$ cat src/rtl/core/irc_lp_pkg.sv
// irc_lp_pkg: shared types, codes and the command name table of the IRC line parser.
// Depends on nothing; the command unit and the top level use it by scoped names.
package irc_lp_pkg;

   // parse phases, one-hot
   typedef enum logic [9:0] {
      PH_START = 10'b00_0000_0001,
      PH_NICK  = 10'b00_0000_0010,
      PH_HOST  = 10'b00_0000_0100,
      PH_CMD   = 10'b00_0000_1000,
      PH_PARAM = 10'b00_0001_0000,
      PH_TEXT  = 10'b00_0010_0000,
      PH_TAG   = 10'b00_0100_0000,
      PH_ARGS  = 10'b00_1000_0000,
      PH_DROP  = 10'b01_0000_0000,
      PH_ERR   = 10'b10_0000_0000
   } phase_type;

   // byte tags
   localparam logic [3:0] KIND_DROP    = 4'd0;
   localparam logic [3:0] KIND_NICK    = 4'd1;
   localparam logic [3:0] KIND_HOST    = 4'd2;
   localparam logic [3:0] KIND_CMD     = 4'd3;
   localparam logic [3:0] KIND_PARAM   = 4'd4;
   localparam logic [3:0] KIND_RESTART = 4'd5;
   localparam logic [3:0] KIND_TEXT    = 4'd6;
   localparam logic [3:0] KIND_TAG     = 4'd7;
   localparam logic [3:0] KIND_ARGS    = 4'd8;

   // command classes
   localparam logic [1:0] CK_UNKNOWN = 2'd0;
   localparam logic [1:0] CK_NAMED   = 2'd1;
   localparam logic [1:0] CK_NUMERIC = 2'd2;

   // line status
   localparam logic [1:0] ST_OK        = 2'd0;
   localparam logic [1:0] ST_PREFIX    = 2'd1;
   localparam logic [1:0] ST_TOO_MANY  = 2'd2;

   // characters
   localparam logic [7:0] CH_NUL   = 8'h00;
   localparam logic [7:0] CH_SOH   = 8'h01;
   localparam logic [7:0] CH_LF    = 8'h0a;
   localparam logic [7:0] CH_CR    = 8'h0d;
   localparam logic [7:0] CH_SPACE = 8'h20;
   localparam logic [7:0] CH_BANG  = 8'h21;
   localparam logic [7:0] CH_COLON = 8'h3a;
   localparam logic [7:0] CH_ZERO  = 8'h30;
   localparam logic [7:0] CH_NINE  = 8'h39;
   localparam logic [7:0] CH_LO_A  = 8'h61;
   localparam logic [7:0] CH_LO_Z  = 8'h7a;
   localparam logic [7:0] CASE_GAP = 8'h20;

   localparam logic [9:0] NUM_SAT = 10'd999;

   // name table: left-justified text, zero padded to eight characters
   localparam int NAME_MAX   = 8;
   localparam int NAME_IDX_W = 3;
   localparam int NUM_NAMES  = 35;
   localparam logic [9:0] IDX_NOTICE  = 10'd20;
   localparam logic [9:0] IDX_PRIVMSG = 10'd21;

   localparam logic [63:0] NAME_TEXT [NUM_NAMES] = '{
      {"PASS", 32'd0}, {"NICK", 32'd0}, {"USER", 32'd0}, {"OPER", 32'd0},
      {"QUIT", 32'd0}, {"JOIN", 32'd0}, {"PART", 32'd0}, {"MODE", 32'd0},
      {"TOPIC", 24'd0}, {"NAMES", 24'd0}, {"LIST", 32'd0}, {"KICK", 32'd0},
      {"VERSION", 8'd0}, {"STATS", 24'd0}, {"LINKS", 24'd0}, {"TIME", 32'd0},
      {"CONNECT", 8'd0}, {"TRACE", 24'd0}, {"ADMIN", 24'd0}, {"INFO", 32'd0},
      {"NOTICE", 16'd0}, {"PRIVMSG", 8'd0}, {"INVITE", 16'd0}, {"WHO", 40'd0},
      {"WHOIS", 24'd0}, {"WHOWAS", 16'd0}, {"PING", 32'd0}, {"PONG", 32'd0},
      {"MOTD", 32'd0}, {"LUSERS", 16'd0}, {"ERROR", 24'd0}, {"SQUIT", 24'd0},
      {"SERVLIST"}, {"SQUERY", 16'd0}, {"KILL", 32'd0}
   };

   localparam logic [3:0] NAME_LEN [NUM_NAMES] = '{
      4'd4, 4'd4, 4'd4, 4'd4, 4'd4, 4'd4, 4'd4, 4'd4, 4'd5, 4'd5, 4'd4, 4'd4,
      4'd7, 4'd5, 4'd5, 4'd4, 4'd7, 4'd5, 4'd5, 4'd4, 4'd6, 4'd7, 4'd6, 4'd3,
      4'd5, 4'd6, 4'd4, 4'd4, 4'd4, 4'd6, 4'd5, 4'd5, 4'd8, 4'd6, 4'd4
   };

   // command decode result
   typedef struct packed {
      logic [1:0] kind;
      logic [9:0] value;
   } cmd_stat_type;

   // requests from the phase logic to the command unit
   typedef struct packed {
      logic push;     // command byte
      logic finish;   // latch the decode
      logic clear;    // end of line
   } cmd_ctrl_type;

   // match the stored command against the name table
   function automatic cmd_stat_type name_lookup(
      input logic [NAME_MAX-1:0][7:0] chars,
      input logic [4:0]               len
   );
      cmd_stat_type res;
      logic         hit;
      logic         found;
      res   = '{kind: CK_UNKNOWN, value: 10'd0};
      found = 1'b0;
      for (int i = 0; i < NUM_NAMES; i++) begin
         hit = ({1'b0, NAME_LEN[i]} == len);
         for (int k = 0; k < NAME_MAX; k++) begin
            if ((4'(k) < NAME_LEN[i]) && (chars[k] != NAME_TEXT[i][63 - 8 * k -: 8])) begin
               hit = 1'b0;
            end
         end
         if (hit && !found) begin
            found     = 1'b1;
            res.kind  = CK_NAMED;
            res.value = 10'(i);
         end
      end
      return res;
   endfunction

endpackage

$ cat src/rtl/core/irc_lp_in_stage.sv
// irc_lp_in_stage: input register of the IRC line parser, one request deep.
// Depends on no other file; no package items used.
module irc_lp_in_stage (
   input  logic       clock,
   input  logic       reset,
   input  logic       req_valid,
   output logic       req_stall,
   input  logic [7:0] req_in_byte,
   input  logic       advance,
   output logic       held_valid,
   output logic [7:0] held_byte
);

   logic       valid_ff, valid_in;
   logic [7:0] byte_ff;
   logic       take;
   logic       accept;

   // the held byte moves on when the parse stage advances
   assign take      = valid_ff && advance;
   assign req_stall = valid_ff && !advance;
   assign accept    = req_valid && !req_stall;

   always_comb begin
      valid_in = valid_ff;
      if (accept) begin
         valid_in = 1'b1;
      end else if (take) begin
         valid_in = 1'b0;
      end
   end

   always_ff @(posedge clock) begin
      if (reset) begin
         valid_ff <= 1'b0;
      end else begin
         valid_ff <= valid_in;
      end
   end

   always_ff @(posedge clock) begin
      if (accept) begin
         byte_ff <= req_in_byte;
      end
   end

   assign held_valid = valid_ff;
   assign held_byte  = byte_ff;

endmodule

$ cat src/rtl/core/irc_lp_cmd_unit.sv
// irc_lp_cmd_unit: command accumulator (text, length, numeric value) and name decode.
// Depends on irc_lp_pkg for the name table, codes and control structs.
module irc_lp_cmd_unit #(
   parameter int CMD_LEN = 8
) (
   input  logic                    clock,
   input  logic                    reset,
   input  irc_lp_pkg::cmd_ctrl_type ctrl,
   input  logic [7:0]              in_byte,
   output logic [7:0]              cmd_byte,
   output irc_lp_pkg::cmd_stat_type fin,
   output irc_lp_pkg::cmd_stat_type cur
);

   localparam int LEN_W = $clog2(CMD_LEN + 2);

   logic [LEN_W-1:0] len_ff, len_in;
   logic [9:0]       nv_ff, nv_in;
   logic             num_ff, num_in;
   logic             dopen_ff, dopen_in;
   irc_lp_pkg::cmd_stat_type stat_ff, stat_in;
   logic [irc_lp_pkg::NAME_MAX-1:0][7:0] chars_ff;

   logic        first;
   logic        is_digit;
   logic        is_lower;
   logic        num_now;
   logic        dopen_now;
   logic [13:0] prod;
   logic        store;
   irc_lp_pkg::cmd_stat_type look;

   assign first    = (len_ff == '0);
   assign is_digit = (in_byte >= irc_lp_pkg::CH_ZERO) && (in_byte <= irc_lp_pkg::CH_NINE);
   assign is_lower = (in_byte >= irc_lp_pkg::CH_LO_A) && (in_byte <= irc_lp_pkg::CH_LO_Z);
   assign num_now   = first ? is_digit : num_ff;
   assign dopen_now = first ? is_digit : dopen_ff;
   assign prod      = 14'(nv_ff) * 14'd10 + 14'(in_byte) - 14'(irc_lp_pkg::CH_ZERO);
   assign store     = (len_ff < LEN_W'(irc_lp_pkg::NAME_MAX));

   // upper-case unless the command opened with a digit
   assign cmd_byte = (!num_now && is_lower) ? (in_byte - irc_lp_pkg::CASE_GAP) : in_byte;

   // decode of what has been collected so far
   assign look = irc_lp_pkg::name_lookup(chars_ff, 5'(len_ff));
   always_comb begin
      fin = '{kind: irc_lp_pkg::CK_UNKNOWN, value: 10'd0};
      if (first) begin
         fin = '{kind: irc_lp_pkg::CK_UNKNOWN, value: 10'd0};
      end else if (num_ff) begin
         fin = '{kind: irc_lp_pkg::CK_NUMERIC, value: nv_ff};
      end else if (len_ff <= LEN_W'(CMD_LEN)) begin
         fin = look;
      end
   end

   // accumulator update
   always_comb begin
      len_in   = len_ff;
      nv_in    = nv_ff;
      num_in   = num_ff;
      dopen_in = dopen_ff;
      stat_in  = stat_ff;
      if (ctrl.clear) begin
         len_in   = '0;
         nv_in    = 10'd0;
         num_in   = 1'b0;
         dopen_in = 1'b0;
         stat_in  = '{kind: irc_lp_pkg::CK_UNKNOWN, value: 10'd0};
      end else if (ctrl.push) begin
         num_in   = num_now;
         dopen_in = dopen_now && is_digit;
         if (dopen_now && is_digit) begin
            nv_in = (prod > 14'(irc_lp_pkg::NUM_SAT)) ? irc_lp_pkg::NUM_SAT : prod[9:0];
         end
         if (len_ff <= LEN_W'(CMD_LEN)) begin
            len_in = len_ff + LEN_W'(1);
         end
      end else if (ctrl.finish) begin
         stat_in = fin;
      end
   end

   always_ff @(posedge clock) begin
      if (reset) begin
         len_ff   <= '0;
         nv_ff    <= 10'd0;
         num_ff   <= 1'b0;
         dopen_ff <= 1'b0;
         stat_ff  <= '{kind: irc_lp_pkg::CK_UNKNOWN, value: 10'd0};
      end else begin
         len_ff   <= len_in;
         nv_ff    <= nv_in;
         num_ff   <= num_in;
         dopen_ff <= dopen_in;
         stat_ff  <= stat_in;
      end
   end

   // command text store, only read at places already written this line
   always_ff @(posedge clock) begin
      if (ctrl.push && !ctrl.clear && store) begin
         chars_ff[len_ff[irc_lp_pkg::NAME_IDX_W-1:0]] <= cmd_byte;
      end
   end

   assign cur = stat_ff;

endmodule

$ cat src/rtl/core/irc_line_parser.sv
// irc_line_parser: tags each byte of an IRC line and reports a summary at its end.
// A byte passes the input register, then the result register; each holds one request.
// Throughput: one byte per cycle while rsp_stall is low.
// Reset (synchronous): clears the parse phase, counters, command unit and both valid flags.
// The command text store is not cleared; it is only read where written in the current line.
// Depends on irc_lp_pkg, irc_lp_in_stage and irc_lp_cmd_unit.
module irc_line_parser #(
   parameter int PARAM_MAX = 16,
   parameter int CTCP_MAX  = 8,
   parameter int TEXT_MAX  = 512,
   parameter int CMD_LEN   = 8
) (
   input  logic       clock,
   input  logic       reset,
   input  logic       req_valid,
   output logic       req_stall,
   input  logic [7:0] req_in_byte,
   output logic       rsp_valid,
   input  logic       rsp_stall,
   output logic [7:0] rsp_out_byte,
   output logic [3:0] rsp_kind,
   output logic [3:0] rsp_param_index,
   output logic [2:0] rsp_ctcp_index,
   output logic       rsp_line_end,
   output logic [1:0] rsp_command_kind,
   output logic [9:0] rsp_command_value,
   output logic [4:0] rsp_param_count,
   output logic [3:0] rsp_ctcp_count,
   output logic       rsp_has_trailing,
   output logic [1:0] rsp_status
);

   localparam int PC_W = $clog2(PARAM_MAX);
   localparam int CC_W = $clog2(CTCP_MAX + 1);
   localparam int TC_W = $clog2(TEXT_MAX + 1);

   logic       advance;
   logic       in_vld;
   logic [7:0] in_byte;
   logic       step;

   irc_lp_pkg::cmd_ctrl_type ctrl;
   irc_lp_pkg::cmd_stat_type fin;
   irc_lp_pkg::cmd_stat_type cur;
   logic [7:0] cmd_byte;

   irc_lp_pkg::phase_type phase_ff, phase_in;
   logic [PC_W-1:0] pc_ff, pc_in;
   logic [CC_W-1:0] cc_ff, cc_in;
   logic [TC_W-1:0] tc_ff, tc_in;
   logic [1:0]      err_ff, err_in;
   logic            trail_ff, trail_in;
   logic            cmode_ff, cmode_in;
   logic            rsp_valid_ff, rsp_valid_in;

   logic       term;
   logic [7:0] o_byte;
   logic [3:0] o_kind;
   logic [3:0] o_pidx;
   logic [2:0] o_cidx;
   logic       o_end;
   logic [1:0] o_ckind;
   logic [9:0] o_cval;
   logic [4:0] o_pcnt;
   logic [3:0] o_ccnt;
   logic       o_trail;
   logic [1:0] o_status;

   logic [7:0] out_byte_ff;
   logic [3:0] kind_ff;
   logic [3:0] pidx_ff;
   logic [2:0] cidx_ff;
   logic       end_ff;
   logic [1:0] ckind_ff;
   logic [9:0] cval_ff;
   logic [4:0] pcnt_ff;
   logic [3:0] ccnt_ff;
   logic       trail_out_ff;
   logic [1:0] status_ff;

   // the parse stage moves when the result register is free or being emptied
   assign advance = !rsp_valid_ff || !rsp_stall;
   assign step    = in_vld && advance;

   irc_lp_in_stage u_in (
      .clock       (clock),
      .reset       (reset),
      .req_valid   (req_valid),
      .req_stall   (req_stall),
      .req_in_byte (req_in_byte),
      .advance     (advance),
      .held_valid  (in_vld),
      .held_byte   (in_byte)
   );

   irc_lp_cmd_unit #(
      .CMD_LEN (CMD_LEN)
   ) u_cmd (
      .clock    (clock),
      .reset    (reset),
      .ctrl     (ctrl),
      .in_byte  (in_byte),
      .cmd_byte (cmd_byte),
      .fin      (fin),
      .cur      (cur)
   );

   assign term = (in_byte == irc_lp_pkg::CH_CR) || (in_byte == irc_lp_pkg::CH_LF) ||
                 (in_byte == irc_lp_pkg::CH_NUL);

   // phase logic: tag the byte and advance the line state
   always_comb begin
      phase_in = phase_ff;
      pc_in    = pc_ff;
      cc_in    = cc_ff;
      tc_in    = tc_ff;
      err_in   = err_ff;
      trail_in = trail_ff;
      cmode_in = cmode_ff;
      ctrl     = '{push: 1'b0, finish: 1'b0, clear: 1'b0};
      o_byte   = in_byte;
      o_kind   = irc_lp_pkg::KIND_DROP;
      o_pidx   = 4'd0;
      o_cidx   = 3'd0;
      o_end    = 1'b0;
      o_ckind  = irc_lp_pkg::CK_UNKNOWN;
      o_cval   = 10'd0;
      o_pcnt   = 5'd0;
      o_ccnt   = 4'd0;
      o_trail  = 1'b0;
      o_status = irc_lp_pkg::ST_OK;
      if (step) begin
         if (term) begin
            // end of line: report the summary, then start afresh
            ctrl.clear = 1'b1;
            o_end      = 1'b1;
            if (phase_ff == irc_lp_pkg::PH_CMD) begin
               o_ckind = fin.kind;
               o_cval  = fin.value;
            end else begin
               o_ckind = cur.kind;
               o_cval  = cur.value;
            end
            if ((phase_ff == irc_lp_pkg::PH_NICK) || (phase_ff == irc_lp_pkg::PH_HOST)) begin
               o_status = irc_lp_pkg::ST_PREFIX;
            end else begin
               o_status = err_ff;
            end
            if ((phase_ff == irc_lp_pkg::PH_TAG) || (phase_ff == irc_lp_pkg::PH_ARGS)) begin
               o_ccnt = 4'(cc_ff + CC_W'(1));
            end else begin
               o_ccnt = 4'(cc_ff);
            end
            o_pcnt   = 5'(pc_ff) + 5'd1;
            o_trail  = trail_ff;
            phase_in = irc_lp_pkg::PH_START;
            pc_in    = '0;
            cc_in    = '0;
            tc_in    = '0;
            err_in   = irc_lp_pkg::ST_OK;
            trail_in = 1'b0;
            cmode_in = 1'b0;
         end else begin
            case (phase_ff)
               irc_lp_pkg::PH_START: begin
                  if (in_byte == irc_lp_pkg::CH_COLON) begin
                     phase_in = irc_lp_pkg::PH_NICK;
                  end else if (in_byte == irc_lp_pkg::CH_SPACE) begin
                     ctrl.finish = 1'b1;
                     phase_in    = irc_lp_pkg::PH_PARAM;
                  end else begin
                     ctrl.push = 1'b1;
                     o_byte    = cmd_byte;
                     o_kind    = irc_lp_pkg::KIND_CMD;
                     phase_in  = irc_lp_pkg::PH_CMD;
                  end
               end
               irc_lp_pkg::PH_NICK: begin
                  if (in_byte == irc_lp_pkg::CH_BANG) begin
                     phase_in = irc_lp_pkg::PH_HOST;
                  end else if (in_byte == irc_lp_pkg::CH_SPACE) begin
                     phase_in = irc_lp_pkg::PH_CMD;
                  end else begin
                     o_kind = irc_lp_pkg::KIND_NICK;
                  end
               end
               irc_lp_pkg::PH_HOST: begin
                  if (in_byte == irc_lp_pkg::CH_SPACE) begin
                     phase_in = irc_lp_pkg::PH_CMD;
                  end else begin
                     o_kind = irc_lp_pkg::KIND_HOST;
                  end
               end
               irc_lp_pkg::PH_CMD: begin
                  if (in_byte == irc_lp_pkg::CH_SPACE) begin
                     ctrl.finish = 1'b1;
                     phase_in    = irc_lp_pkg::PH_PARAM;
                  end else begin
                     ctrl.push = 1'b1;
                     o_byte    = cmd_byte;
                     o_kind    = irc_lp_pkg::KIND_CMD;
                  end
               end
               irc_lp_pkg::PH_PARAM: begin
                  if (in_byte == irc_lp_pkg::CH_COLON) begin
                     o_kind   = irc_lp_pkg::KIND_RESTART;
                     o_pidx   = 4'(pc_ff);
                     trail_in = 1'b1;
                     cmode_in = (cur.kind == irc_lp_pkg::CK_NAMED) &&
                                ((cur.value == irc_lp_pkg::IDX_PRIVMSG) ||
                                 (cur.value == irc_lp_pkg::IDX_NOTICE));
                     phase_in = irc_lp_pkg::PH_TEXT;
                  end else if (in_byte == irc_lp_pkg::CH_SPACE) begin
                     if (pc_ff == PC_W'(PARAM_MAX - 1)) begin
                        err_in   = irc_lp_pkg::ST_TOO_MANY;
                        phase_in = irc_lp_pkg::PH_ERR;
                     end else begin
                        pc_in = pc_ff + PC_W'(1);
                     end
                  end else begin
                     o_kind = irc_lp_pkg::KIND_PARAM;
                     o_pidx = 4'(pc_ff);
                  end
               end
               irc_lp_pkg::PH_TEXT: begin
                  if (cmode_ff && (in_byte == irc_lp_pkg::CH_SOH)) begin
                     if (cc_ff >= CC_W'(CTCP_MAX)) begin
                        phase_in = irc_lp_pkg::PH_DROP;
                     end else begin
                        phase_in = irc_lp_pkg::PH_TAG;
                     end
                  end else begin
                     o_kind = irc_lp_pkg::KIND_TEXT;
                     o_pidx = 4'(pc_ff);
                     if (cmode_ff) begin
                        tc_in = tc_ff + TC_W'(1);
                        if (tc_ff == TC_W'(TEXT_MAX - 1)) begin
                           phase_in = irc_lp_pkg::PH_DROP;
                        end
                     end
                  end
               end
               irc_lp_pkg::PH_TAG: begin
                  if (in_byte == irc_lp_pkg::CH_SOH) begin
                     cc_in    = cc_ff + CC_W'(1);
                     phase_in = irc_lp_pkg::PH_TEXT;
                  end else if (in_byte == irc_lp_pkg::CH_SPACE) begin
                     phase_in = irc_lp_pkg::PH_ARGS;
                  end else begin
                     o_kind = irc_lp_pkg::KIND_TAG;
                     o_pidx = 4'(pc_ff);
                     o_cidx = 3'(cc_ff);
                  end
               end
               irc_lp_pkg::PH_ARGS: begin
                  if (in_byte == irc_lp_pkg::CH_SOH) begin
                     cc_in    = cc_ff + CC_W'(1);
                     phase_in = irc_lp_pkg::PH_TEXT;
                  end else begin
                     o_kind = irc_lp_pkg::KIND_ARGS;
                     o_pidx = 4'(pc_ff);
                     o_cidx = 3'(cc_ff);
                  end
               end
               default: begin
                  // dropped tail of the line
                  o_kind = irc_lp_pkg::KIND_DROP;
               end
            endcase
         end
      end
   end

   // result register valid
   always_comb begin
      rsp_valid_in = rsp_valid_ff;
      if (step) begin
         rsp_valid_in = 1'b1;
      end else if (!rsp_stall) begin
         rsp_valid_in = 1'b0;
      end
   end

   always_ff @(posedge clock) begin
      if (reset) begin
         phase_ff     <= irc_lp_pkg::PH_START;
         pc_ff        <= '0;
         cc_ff        <= '0;
         tc_ff        <= '0;
         err_ff       <= irc_lp_pkg::ST_OK;
         trail_ff     <= 1'b0;
         cmode_ff     <= 1'b0;
         rsp_valid_ff <= 1'b0;
      end else begin
         phase_ff     <= phase_in;
         pc_ff        <= pc_in;
         cc_ff        <= cc_in;
         tc_ff        <= tc_in;
         err_ff       <= err_in;
         trail_ff     <= trail_in;
         cmode_ff     <= cmode_in;
         rsp_valid_ff <= rsp_valid_in;
      end
   end

   // result payload
   always_ff @(posedge clock) begin
      if (step) begin
         out_byte_ff  <= o_byte;
         kind_ff      <= o_kind;
         pidx_ff      <= o_pidx;
         cidx_ff      <= o_cidx;
         end_ff       <= o_end;
         ckind_ff     <= o_ckind;
         cval_ff      <= o_cval;
         pcnt_ff      <= o_pcnt;
         ccnt_ff      <= o_ccnt;
         trail_out_ff <= o_trail;
         status_ff    <= o_status;
      end
   end

   assign rsp_valid         = rsp_valid_ff;
   assign rsp_out_byte      = out_byte_ff;
   assign rsp_kind          = kind_ff;
   assign rsp_param_index   = pidx_ff;
   assign rsp_ctcp_index    = cidx_ff;
   assign rsp_line_end      = end_ff;
   assign rsp_command_kind  = ckind_ff;
   assign rsp_command_value = cval_ff;
   assign rsp_param_count   = pcnt_ff;
   assign rsp_ctcp_count    = ccnt_ff;
   assign rsp_has_trailing  = trail_out_ff;
   assign rsp_status        = status_ff;

   // checks
   a_stall_needs_held: assert property (@(posedge clock) disable iff (reset)
      req_stall |-> in_vld)
      else $error("input stalled with an empty input register");

   a_line_restart: assert property (@(posedge clock) disable iff (reset)
      (step && term) |=> ((phase_ff == irc_lp_pkg::PH_START) && (pc_ff == '0) &&
                          (cc_ff == '0) && (tc_ff == '0)))
      else $error("line state not cleared after a terminator");

   a_ctcp_in_range: assert property (@(posedge clock) disable iff (reset)
      ((phase_ff == irc_lp_pkg::PH_TAG) || (phase_ff == irc_lp_pkg::PH_ARGS)) |->
         (cc_ff < CC_W'(CTCP_MAX)))
      else $error("open CTCP item beyond the limit");

   a_text_in_range: assert property (@(posedge clock) disable iff (reset)
      (phase_ff == irc_lp_pkg::PH_TEXT) |-> (tc_ff < TC_W'(TEXT_MAX)))
      else $error("text counter at the limit while text is still kept");

endmodule
$ cat config.mk
export PLATFORM = sky130hd
export DESIGN_NAME = irc_line_parser
export DESIGN_NICKNAME = d
export VERILOG_FILES = /design/src/rtl/core/irc_lp_pkg.sv /design/src/rtl/core/irc_lp_in_stage.sv /design/src/rtl/core/irc_lp_cmd_unit.sv /design/src/rtl/core/irc_line_parser.sv
export SDC_FILE = /design/constraint.sdc
export NUM_CORES = 1
export LEC_CHECK = 0
export ABC_AREA = 0
export BUFFER_PORTS_ARGS = -buffer_cell sky130_fd_sc_hd__buf_4
export CAP_MARGIN = 15
export CORE_ASPECT_RATIO = 0.5
export CORE_UTILIZATION = 60
export CTS_BUF_LIST = sky130_fd_sc_hd__clkbuf_4 sky130_fd_sc_hd__clkbuf_8 sky130_fd_sc_hd__clkbuf_16
export CTS_CLUSTER_DIAMETER = 50
export DETAILED_ROUTE_END_ITERATION = 8
export GPL_TIMING_DRIVEN = 1
export PLACE_DENSITY = 0.79
export SYNTH_ARGS = -nofsm -noshare
export SYNTH_HDL_FRONTEND = slang
export SYNTH_SLANG_ARGS = --single-unit
$ cat constraint.sdc
create_clock -name clock -period 4.4 [get_ports clock]
set_input_delay 0.44 -clock clock [delete_from_list [all_inputs] [get_ports clock]]
set_output_delay 0.44 -clock clock [all_outputs]
set_load 0.01 [all_outputs]
==> impl_metrics.json <==
{
  "status": "finished clean",
  "numCtsBuffers": 17,
  "path_class": "flop to flop",
  "wl_met3_um": 2740,
  "tightestPinTransition_ns": 1.06,
  "synth_ff_type": "edfxtp_1",
  "cp_data_arrival_time_ns": 4.50,
  "slew-limit-headroom": 0.285,
  "p_sw_w": 0.000928,
  "die_w_um": 186,
  "grt_pass1_vias": 8661,
  "initial_core_util": 0.618,
  "max-clock-path-buffers": 2,
  "detail_route.wl_per_cell_um": 22.2,
  "vias": 9262,
  "min_path_type": "input pin to flop",
  "place_area_mm2": 0.0110,
  "area_growth_pct": 13.4,
  "port_buffers": 57,
  "min_period_ns": 4.17,
  "finClkSkew_ns": 0.0119,
  "drive_gt1_frac": 0.123,
  "ios": 58,
  "netlist_area_mm2": 0.0102,
  "dieArea_mm2": 0.0176,
  "via_per_inst": 6.71,
  "core_region_area_mm2": 0.0165,
  "synth_nets": 1132,
  "clk_pin_slew_ns": 0.07,
  "overflow": 0,
  "gr-usage-all-layers": 0.351,
  "nNetsFinal": 1198,
  "pwr-share-clk": 0.416,
  "antenna_found_initial": 0,
  "drv_slew": 0,
  "share_comb_of_total_power": 0.073,
  "finalNonFillerCells": 1380,
  "drc": 0,
  "p_seq_frac": 0.511,
  "final_cell_area_mm2": 0.0116,
  "internal-power_w": 0.00270,
  "hold_slack_ns": 0.168,
  "fmax_ghz": 0.240,
  "cts_tree": "done",
  "cts_sinks": 177,
  "ant_nets": 0,
  "dp_hpwl_um": 22300,
  "syn_area_per_cell_um2": 9.50,
  "ys_types": 76,
  "setup_viol": 0,
  "synth_enable_flop_cells": 116,
  "insertion_delay_ns": 0.45,
  "seq_area_frac_synth": 0.461,
  "power_per_cell_area_mw_per_mm2": 313,
  "dpl_worst_slack_ns": 0.156,
  "fillers": 1209,
  "die_height_um": 94.2,
  "h-tree-depth": 4,
  "first_pass_iters": 6,
  "antenna_cells": 0,
  "synth-seq-cells": 177,
  "postCtsHoldBufs": 0,
  "m1WireLength_um": 12700,
  "routed.top_layer": "met4",
  "path_max_fanout": 5,
  "endpoint_kind": "flop",
  "grt_pass1_wl_um": 46700,
  "switching_share": 0.256,
  "fin_ws_ns": 0.226,
  "synth-async-reset-ratio": 0,
  "maxCapViolCount": 0,
  "gpl.final_weighted_congestion": 1.03,
  "period_share": 0.949,
  "drt-initial-drc-count": 1097,
  "crit_required_ns": 4.73,
  "yosysWarnings": 0,
  "fin_tns_setup_ns": 0,
  "fp-row-count": 33,
  "syn_inst": 1074,
  "wl_um": 30600,
  "grt_start_max_net_pins": 32,
  "worst_setup_path_start_kind": "flop",
  "met2_length_um": 13900,
  "p_leak_nw": 4.11,
  "hold_viol": 0,
  "clockRootBuffer": "clkbuf_16",
  "ir_drop_mv": 0.256,
  "dp_cells": 1347
}
placed cells by master (no fill, tap or decap), drive strengths merged, types with 20 or more instances in the layout:
master	instances
buf	83
nor2b	24
nor2	112
nand3	56
ha	44
nor3	38
nand4	48
dfxtp	61
nor4bb	20
inv	46
a21oi	81
edfxtp	116
nor4	35
o21ai	50
nand2	90
area by class of cell:
cell class                      count  area (um^2)  share of cell area
Timing Repair Buffer               83          623              0.0538
Clock inverter                     13          113             0.00973
Clock buffer                       19          464              0.0401
Multi-Input combinational cell    824         5240               0.453
Tap cell                          227          284              0.0245
Inverter                           37          139              0.0120
Sequential cell                   177         4710               0.407
state kept, by name, indices dropped and copies added, names as in the netlist, 4 cells and up:
| signal | cells |
|---|---|
| rsp_out_byte | 8 |
| rsp_command_value | 10 |
| phase_ff | 10 |
| u_cmd.chars_ff | 64 |
| u_in.held_byte | 8 |
| rsp_kind | 4 |
| u_cmd.cur | 12 |
| tc_ff | 10 |
| rsp_ctcp_count | 4 |
| u_cmd.nv_ff | 10 |
| rsp_param_index | 4 |
| u_cmd.len_ff | 4 |
| cc_ff | 4 |
| rsp_param_count | 5 |
| pc_ff | 4 |
per-layer routing:
metal | GRT usage | vias up
li1 | - | 4207
met1 | 0.439 | 4413
met2 | 0.575 | 522
met3 | 0.0836 | 120
met4 | 0.180 | 0
met5 | 0 | -
cell usage after synthesis (4+ instances only):
cell type | count | area (um^2)
edfxtp_1 | 116 | 3480
nor2_1 | 112 | 420
nand2_1 | 90 | 338
a21oi_1 | 80 | 400
dfxtp_1 | 61 | 1220
nand3_1 | 55 | 275
o21ai_0 | 50 | 250
nand4_1 | 48 | 300
ha_1 | 44 | 551
nor3_1 | 38 | 190
inv_1 | 35 | 131
nor4_1 | 33 | 206
clkbuf_1 | 30 | 113
nor2b_1 | 24 | 150
nor4bb_1 | 20 | 200
or3_1 | 18 | 113
xor2_1 | 18 | 158
and2_1 | 17 | 106
nor4b_1 | 13 | 114
and3b_1 | 11 | 96.3
nand2b_1 | 11 | 68.8
nand3b_1 | 10 | 75.1
and3_1 | 9 | 56.3
o21a_1 | 9 | 67.6
and4_1 | 8 | 70.1
xnor2_1 | 8 | 70.1
and4b_1 | 7 | 70.1
a2111oi_0 | 6 | 52.6
nand4b_1 | 5 | 43.8
o31ai_1 | 5 | 37.5
nor3b_1 | 4 | 30.0
o31a_1 | 4 | 35.0
kinds of logic (layout without fill, tap and decap cells):
family,Yosys count,after routing,synth area share
fa+ha+maj,46,46,0.0579
compound gates,196,196,0.118
buf+inv,73,152,0.0273
simple gates,553,553,0.311
xor+xnor,26,26,0.0223
mux,3,3,0.00294
flops,177,177,0.461
worst paths after layout:
path,startpoint,endpoint,slack (ns),cells past startpoint
setup / recovery,u_cmd.nv_ff[1]$_SDFFE_PP0P_,u_cmd.nv_ff[1]$_SDFFE_PP0P_,0.23,19
hold / removal,req_in_byte[4],u_in.held_byte[4]$_DFFE_PP_,0.17,1
setup reg to reg,u_cmd.nv_ff[1]$_SDFFE_PP0P_,u_cmd.nv_ff[1]$_SDFFE_PP0P_,0.23,19
hold reg to reg,err_ff[1]$_SDFFE_PP0P_,err_ff[1]$_SDFFE_PP0P_,0.47,2
stage by stage:
stage	power (W)	utilization
3_5_place_dp	0.00214	0.664
5_1_grt	0.00372	0.701
2_1_floorplan	0.00203	-
6_report	0.00363	0.701
3_3_place_gp	0.00213	0.664
4_1_cts	0.00362	0.699
worst max-delay path: stages (launching register included):
cell,delay [ns]
dfxtp_2,0.35
ha_1,0.30
ha_1,0.23
inv_1,0.08
fa_2,0.21
nor2b_1,0.06
o31a_1,0.33
o21a_1,0.22
o21a_1,0.18
nor2_1,0.11
xor2_1,0.17
ha_1,0.29
xor2_1,0.18
a2111oi_2,0.39
a21oi_1,0.07
o21ai_0,0.09
and3b_1,0.21
and4_1,0.20
o41ai_2,0.13
o31a_1,0.27
power groups by stage:
| stage | combinational (W) | sequential, W | clock (W) |
|---|---|---|---|
| 2_1_floorplan | 0.000154 | 0.00188 | 0 |
| 3_3_place_gp | 0.000250 | 0.00188 | 0 |
| 3_5_place_dp | 0.000256 | 0.00189 | 0 |
| 4_1_cts | 0.000257 | 0.00185 | 0.00151 |
| 5_1_grt | 0.000286 | 0.00185 | 0.00158 |
| 6_report | 0.000264 | 0.00185 | 0.00151 |
timing repair:
item	in CTS	in global routing
buffers inserted	0	1
endpoints found under the setup margin	0	10
gates resized for setup	0	7
endpoints found under the hold margin	0	0
Power figures use the tool's default switching activity.
